`src/hdl/fpc_pkg.sv`:
```
// ----------------------------------------------------------------------------
// fpc_pkg: shared types and constants for the frustum plane cull block
// Item codes, fixed field widths, parameter defaults and the item record
// that travels along the plane cell chain.
// ----------------------------------------------------------------------------
`default_nettype none

package fpc_pkg;

  // item kinds
  localparam logic [1:0] KIND_LOAD   = 2'd0;
  localparam logic [1:0] KIND_POINT  = 2'd1;
  localparam logic [1:0] KIND_CORNER = 2'd2;

  // fixed field widths
  localparam int KIND_W   = 2;
  localparam int IDX_W    = 3;
  localparam int COORD_W  = 32;
  localparam int MARGIN_W = 16;
  localparam int PROD_W   = 2 * COORD_W;
  // three products, shifted intercept and margin, with headroom
  localparam int SUM_W    = PROD_W + 2;
  // box corner counter, wide enough for up to eight corners
  localparam int CNT_W    = 3;

  // parameter defaults
  localparam int PLANE_COUNT_DEF = 6;
  localparam int BOX_CORNERS_DEF = 8;

  // margin after reset, about 0.01 in Q16.16
  localparam logic [MARGIN_W-1:0] MARGIN_RESET = 16'd655;

  // one input item as it moves down the chain
  typedef struct packed {
    logic [KIND_W-1:0]         kind;
    logic [IDX_W-1:0]          plane_index;
    logic signed [COORD_W-1:0] coord_x;
    logic signed [COORD_W-1:0] coord_y;
    logic signed [COORD_W-1:0] coord_z;
    logic signed [COORD_W-1:0] plane_offset;
  } fpc_item_t;

endpackage

`default_nettype wire

```
`src/hdl/fpc_channels.sv`:
```
// ----------------------------------------------------------------------------
// fpc_channels: valid/ready channels of the frustum plane cull block
// Input item channel and result channel, each with source and sink views.
// ----------------------------------------------------------------------------
`default_nettype none


interface fpc_out_if;
  logic valid;
  logic ready;
  logic inside_res;
  logic from_box;

  modport source (output valid, inside_res, from_box, input ready);
  modport sink   (input  valid, inside_res, from_box, output ready);
endinterface

`default_nettype wire

```
`src/hdl/fpc_box.sv`:
```
// ----------------------------------------------------------------------------
// fpc_box: box tracking and result register
// Gathers per-plane behind flags over the corners of a box, and turns point
// and finished box tests into results held in an output register.
// ----------------------------------------------------------------------------
`default_nettype none

module fpc_box #(
  parameter int PLANE_COUNT = fpc_pkg::PLANE_COUNT_DEF,
  parameter int BOX_CORNERS = fpc_pkg::BOX_CORNERS_DEF
) (
  input  wire logic                        clk,
  input  wire logic                        rst,
  input  wire logic                        up_valid,
  output logic                             up_ready,
  input  wire logic [fpc_pkg::KIND_W-1:0]  up_kind,
  input  wire logic [PLANE_COUNT-1:0]      up_behind,
  fpc_out_if.source                        results
);

  logic [PLANE_COUNT-1:0]       mask;
  logic [fpc_pkg::CNT_W-1:0]    count;
  logic                         res_valid;
  logic                         res_inside;
  logic                         res_from_box;

  logic                         is_point;
  logic                         is_corner;
  logic                         last_corner;
  logic                         emits;
  logic                         fire;
  logic [PLANE_COUNT-1:0]       mask_after;

  // decode the arriving item
  assign is_point    = (up_kind == fpc_pkg::KIND_POINT);
  assign is_corner   = (up_kind == fpc_pkg::KIND_CORNER);
  assign last_corner = (count == fpc_pkg::CNT_W'(BOX_CORNERS - 1));
  assign emits       = is_point || (is_corner && last_corner);
  assign mask_after  = mask & up_behind;

  // items with no result always pass, others need room in the result register
  assign up_ready = !emits || !res_valid || results.ready;
  assign fire     = up_valid && up_ready;

  // box progress
  always_ff @(posedge clk) begin
    if (rst) begin
      mask  <= {PLANE_COUNT{1'b1}};
      count <= '0;
    end else if (fire && is_corner) begin
      if (last_corner) begin
        mask  <= {PLANE_COUNT{1'b1}};
        count <= '0;
      end else begin
        mask  <= mask_after;
        count <= count + fpc_pkg::CNT_W'(1);
      end
    end
  end

  // result register
  always_ff @(posedge clk) begin
    if (rst) begin
      res_valid <= 1'b0;
    end else if (fire && emits) begin
      res_valid <= 1'b1;
    end else if (results.ready) begin
      res_valid <= 1'b0;
    end
    if (fire && emits) begin
      res_inside   <= is_point ? ~|up_behind : ~|mask_after;
      res_from_box <= is_corner;
    end
  end

  assign results.valid      = res_valid;
  assign results.inside_res = res_inside;
  assign results.from_box   = res_from_box;

endmodule

`default_nettype wire
```
`src/flat_wrapper.sv`:
```
// flat-port wrapper written by rule: the top's interface ports become plain ports
module fpc_box_flat 
#(
  parameter int PLANE_COUNT = fpc_pkg::PLANE_COUNT_DEF,
  parameter int BOX_CORNERS = fpc_pkg::BOX_CORNERS_DEF
)
  (clk, rst, up_valid, up_ready, up_kind, up_behind, results_valid, results_inside_res, results_from_box, results_ready);
  fpc_out_if results_i ();
  input  wire logic clk;
  input  wire logic rst;
  input  wire logic up_valid;
  output logic up_ready;
  input  wire logic [fpc_pkg::KIND_W-1:0] up_kind;
  input  wire logic [PLANE_COUNT-1:0] up_behind;
  output wire logic [$bits(results_i.valid)-1:0] results_valid;
  output wire logic [$bits(results_i.inside_res)-1:0] results_inside_res;
  output wire logic [$bits(results_i.from_box)-1:0] results_from_box;
  input wire logic [$bits(results_i.ready)-1:0] results_ready;
  assign results_valid = results_i.valid;
  assign results_inside_res = results_i.inside_res;
  assign results_from_box = results_i.from_box;
  assign results_i.ready = results_ready;
  fpc_box #(.PLANE_COUNT(PLANE_COUNT), .BOX_CORNERS(BOX_CORNERS)) u_core (.clk(clk), .rst(rst), .up_valid(up_valid), .up_ready(up_ready), .up_kind(up_kind), .up_behind(up_behind), .results(results_i));
endmodule
```
`config.mk`:
```
export PLATFORM = sky130hd
export DESIGN_NAME = fpc_box_flat
export DESIGN_NICKNAME = d
export VERILOG_FILES = /design/src/hdl/fpc_pkg.sv /design/src/hdl/fpc_channels.sv /design/src/hdl/fpc_box.sv /design/src/flat_wrapper.sv
export SDC_FILE = /design/constraint.sdc
export NUM_CORES = 1
export LEC_CHECK = 0
export ABC_AREA = 0
export BUFFER_PORTS_ARGS = -buffer_cell sky130_fd_sc_hd__buf_2
export CORE_AREA = 2 2 39 41
export CTS_CLUSTER_DIAMETER = 30
export DETAILED_ROUTE_END_ITERATION = 8
export DIE_AREA = 0 0 41 43
export GPL_TIMING_DRIVEN = 1
export PLACE_DENSITY = 0.69
export SLEW_MARGIN = 10
export SYNTH_ARGS = -nofsm -noshare
export SYNTH_HDL_FRONTEND = slang
export SYNTH_SLANG_ARGS = --single-unit
```
`constraint.sdc`:
```
create_clock -name clk -period 2.5 [get_ports clk]
set_clock_uncertainty 0.1 [all_clocks]
set_input_delay 0.375 -clock clk [delete_from_list [all_inputs] [get_ports clk]]
set_output_delay 0.375 -clock clk [all_outputs]
set_load 0.005 [all_outputs]
```
After elaboration in Yosys (flattened, before gate mapping)
Cells that the tools add are included.
{"block": "totals", "ff_bits": 12}
{"block": "op_classes", "addsub": 1, "n_reduce_logical": 14, "n_bitwise": 1, "n_eq_ne": 3, "mux": 5}
{"op": "$reduce_or A6 Y1", "count": 2}
{"op": "$and A6 B6 Y6", "count": 1}
{"op": "$mux W6", "count": 1}
{"op": "$logic_and A1 B1 Y1", "count": 4}
{"op": "$logic_not A1 Y1", "count": 4}
{"op": "$add A3 B1 Y3 const B", "count": 1}
{"op": "$eq A3 B3 Y1 const B", "count": 1}
{"op": "$logic_or A1 B1 Y1", "count": 3}
{"op": "$mux W1", "count": 3}
{"op": "$mux W3", "count": 1}
{"op": "$eq A2 B1 Y1 const B", "count": 1}
{"op": "$eq A2 B2 Y1 const B", "count": 1}
{"op": "$reduce_bool A2 Y1", "count": 1}

Logic depth before layout (Yosys ltp)
{"block": "depth", "depth_word": 9, "ltp_mapped": 6}

Least setup slack after synthesis
Ideal clock, no wire load.
{"block": "synth_timing", "path_kind": "reg-to-reg", "start": "reg u_core.count[0] (netlist bit)", "end": "reg u_core.count[0] (netlist bit)", "arrival_time_ns": 1.500, "slack_ns": 0.777, "setup_time_ns": 0.123, "path_stages_with_launch": 7, "cell_sequence": "dfxtp_1 -> ha_1 -> ha_1 -> and3b_1 -> buf_4 -> nor3_4 -> mux2_1"}
{"block": "synth_between", "elab_chain_cells": 8, "word_cells_on_any_way": 10, "classes_between": "add/sub (1); eq/ne (1); mux (1); reduce/logical (7)"}
{"item": "start, declared", "line": "fpc_box.sv:22", "text": "logic [fpc_pkg::CNT_W-1:0] count;"}
{"item": "start signal, assigned", "line": "fpc_box.sv:56", "text": "count <= count + fpc_pkg::CNT_W'(1);"}
{"item": "$eq A3 B3 Y1", "line": "fpc_box.sv:37", "text": "assign last_corner = (count == fpc_pkg::CNT_W'(BOX_CORNERS - 1));"}
{"item": "$logic_and A1 B1 Y1", "line": "fpc_box.sv:38", "text": "assign emits = is_point || (is_corner && last_corner);"}
{"item": "$logic_or A1 B1 Y1", "line": "fpc_box.sv:38"}
{"item": "$logic_not A1 Y1", "line": "fpc_box.sv:42", "text": "assign up_ready = !emits || !res_valid || results.ready;"}
{"item": "$logic_or A1 B1 Y1 (2 in series)", "line": "fpc_box.sv:42"}
{"item": "$logic_and A1 B1 Y1", "line": "fpc_box.sv:43", "text": "assign fire = up_valid && up_ready;"}
{"item": "$logic_and A1 B1 Y1", "line": "fpc_box.sv:50", "text": "end else if (fire && is_corner) begin"}
Several ways; a longest one is shown, not always the timed one.
A chain may end at the register's enable or synchronous reset.

Worst setup path after layout
{"block": "layout_timing", "start": "reg u_core.count[0] (netlist bit)", "end": "out up_ready"}
{"block": "layout_between", "elab_chain_cells": 6}
{"item": "$eq A3 B3 Y1", "line": "fpc_box.sv:37"}
{"item": "$logic_and A1 B1 Y1", "line": "fpc_box.sv:38"}
{"item": "$logic_or A1 B1 Y1", "line": "fpc_box.sv:38"}
{"item": "$logic_not A1 Y1", "line": "fpc_box.sv:42"}
{"item": "$logic_or A1 B1 Y1 (2 in series)", "line": "fpc_box.sv:42"}
{"item": "end, declared", "line": "flat_wrapper.sv:12", "text": "output logic up_ready;"}
Every way passes these cells.

==> metrics.md <==
| Metric | Value |
|---|---|
| Status | completed |
| Initial antenna violation count | 0 |
| Static Leak | 0.299 nW |
| Worst-path clk slew | 0.08 ns |
| Final wirelength | 1060 µm |
| Flop pwr share | 56.4% |
| Arrival time worst endpoint | 1.56 ns |
| Initial cell density of the core | 42.5% |
| Slew Limit Fails | 0 |
| Least-Margin Pin Slew | 0.367 ns |
| Max-capacitance violation count | 0 |
| Die Height | 43 µm |
| Tot GR Track Use | 15.2% |
| Num rows | 14 |
| Placeable Area | 1380 µm² |
| Minimum clock period after layout | 2.03 ns |
| Antenna diode count | 0 |
| CTS Buf Count | 3 |
| Detail Route Antenna Nets | 0 |
| RSZ-0062 raised after global routing | false |
| Crit. End Element | output port |
| Worst vdd ir | 0.205 mV |
| Setup tns final | 0 ns |
| CTS HTree Levels | 1 |
| Root Driver | clkbuf_4 |
| Net count, final | 90 |
| Crit-path max FO | 4 |
| Die Width | 41 µm |
| CTS max path bufs | 2 |
| Post-Syn Area | 588 µm² |
| Cell mode on critical path | ha_1 |
| Fillers | 132 |
| CP Launch Type | register |
| Largest net degree at the start of global routing | 9 |
| NetSw | 0.0870 mW |
| CTS Sinks | 12 |
| YS warnings | 0 |
| Sequential cell area | 260 µm² |
| Clock Power Share | 32.0% |
| Most frequent cells in the layout | buf_2, nand2_1, dfxtp_1 |
| Final Hold Fails | 0 |
| Switch share | 23.9% |
| Most common cell after layout, fill and taps aside | buf_2 |
| Sequential fraction of the synthesis area | 44.3% |
| Combinational Power Share | 11.6% |
| Vias | 462 |
| Flops & latches, synth | 12 |
| Drt first-iter violations | 3 |
| Die footprint | 1760 µm² |
| PostCTS Resize Cnt | 0 |
| Pint | 0.277 mW |
| Avg Inst Size Synth | 10.1 µm² |
| Global-route wire length before repair | 1740 µm |
| CTS tree | yes |
| CP peak stage delay | 0.33 ns |
| Cts hold-fix bufs | 0 |
| Mapped Cells | 58 |
| Global placement routability congestion | 0.688 |
| # setup viols final | 0 |
| Wirelength per Cell | 11.8 µm |
| Slew margin rel. | 75.6% |
| Critical Path RT | 2.03 ns |
| Max frequency | 0.492 GHz |
| Final period util | 81.3% |
| First-pass DRT Iterations | 2 |
| Placed cell areas | 668 µm² |
| GRT Residual Overflow | 0 |
| Post-DP HPWL | 851 µm |
| CP cell instances | ha_1, ha_1, a21boi_0, or2_1, buf_2 |
| Latest clock arrival within the worst-skew pair | 0.26 ns |
| Layout area overhead | 17.4% |
| Footprint of the multi-input gates | 302 µm² |
| Number of global-route vias before repair | 444 |
| Via/cell ratio | 5.13 |
| Crit Path Class | register to output port |
| Ports | 16 |
| CP max-delay cell | dfxtp_1 |
| Post-CTS Setup Inserts | 0 |
| Share of cells above drive strength 1 | 29.7% |
| DRC viols | 0 |
| IO buf count | 15 |
| Syn nets | 72 |
| Yosys cell types | 24 |
| Type of the worst min-delay path | input port to register |
| Power per Cell Area | 527 nW/µm² |
| Post-route cell area | 691 µm² |
[final timing paths]
path / from / to / slack [ns] / cells after the start
setup reg to reg: u_core.count[0]$_SDFFE_PP0P_ / u_core.count[0]$_SDFFE_PP0P_ / 0.70 / 5
hold / removal: up_behind[1] / u_core.mask[1]$_SDFFE_PP1P_ / 0.27 / 3
hold reg to reg: u_core.mask[1]$_SDFFE_PP1P_ / u_core.mask[1]$_SDFFE_PP1P_ / 0.35 / 2
setup / recovery: u_core.count[0]$_SDFFE_PP0P_ / up_ready / 0.47 / 5
[logic make-up after synthesis]
| group | synth area share, % |
|---|---|
| AOI/OAI and AO/OA | 20.6 |
| adders and majority gates | 4.25 |
| buffers and inverters | 4.47 |
| DFF | 44.3 |
| muxes | 5.32 |
| and+or+nand+nor | 21.1 |
[power by group through the flow]
stage	Combinational, mW	Sequential, mW	Clock, mW
2_1_floorplan	0.0249	0.209	0
3_3_place_gp	0.0418	0.210	0
3_5_place_dp	0.0422	0.210	0
4_1_cts	0.0424	0.205	0.119
5_1_grt	0.0474	0.206	0.127
6_report	0.0420	0.205	0.116
[cell usage after synthesis, drive strengths merged]
cell	n	area share (%)
and3b	1	1.5
inv	3	1.9
mux2i	2	3.4
or2	1	1.1
nand2b	3	3.2
nand4	1	1.1
o22ai	1	1.1
nor2	1	0.64
a21boi	1	1.3
edfxtp	2	10
nor2b	1	1.1
o41ai	7	12
mux2	1	1.9
nor3	2	3.6
ha	2	4.3
a22oi	3	3.8
a41oi	1	2.8
nand2	12	7.7
or4	1	1.3
dfxtp	10	34
buf	2	2.6
[metrics by stage]
step                      hold slack (ns)  total power [mW]  setup slack (ns)  utilization [%]  cells
after floorplan                     0.328             0.234             0.777                -     58
after global placement              0.347             0.251             0.591             48.3     87
after detailed placement            0.344             0.252             0.553             48.3     87
after CTS                           0.264             0.366             0.457             49.9     90
after global routing                0.286             0.381             0.336             49.9     90
final                               0.270             0.364             0.467             49.9     90
[cell type report]
cell class | count | area share, %
timing repair buffer | 15 | 10.9
multi-input combinational | 41 | 43.7
tap | 16 | 2.90
sequential | 12 | 37.7
inverter | 3 | 1.63
clock buffer | 3 | 3.26
[worst max-delay path: cells and delay by family (launching register included)]
kind | cells | cell delay, ns
AOI/OAI and AO/OA | 1 | 0.29
adders and majority gates | 2 | 0.43
buffers and inverters | 1 | 0.10
DFF | 1 | 0.33
and+or+nand+nor | 1 | 0.15
[per-layer routing]
metal	up-vias	part of all wire [%]	wire [µm]	GRT usage [%]
met5	-	0	0	0
met4	0	2.5	27	12.0
met3	2	3.1	33	3.14
met2	7	48	510	24.1
met1	202	46	494	16.1
li1	251	-	-	-
[sequential cells by signal, indices dropped and copies added (netlist names)]
register,cells
u_core.results.inside_res,1
u_core.results.valid,1
u_core.results.from_box,1
u_core.mask,6
u_core.count,3
Power figures use the tool's default switching activity.
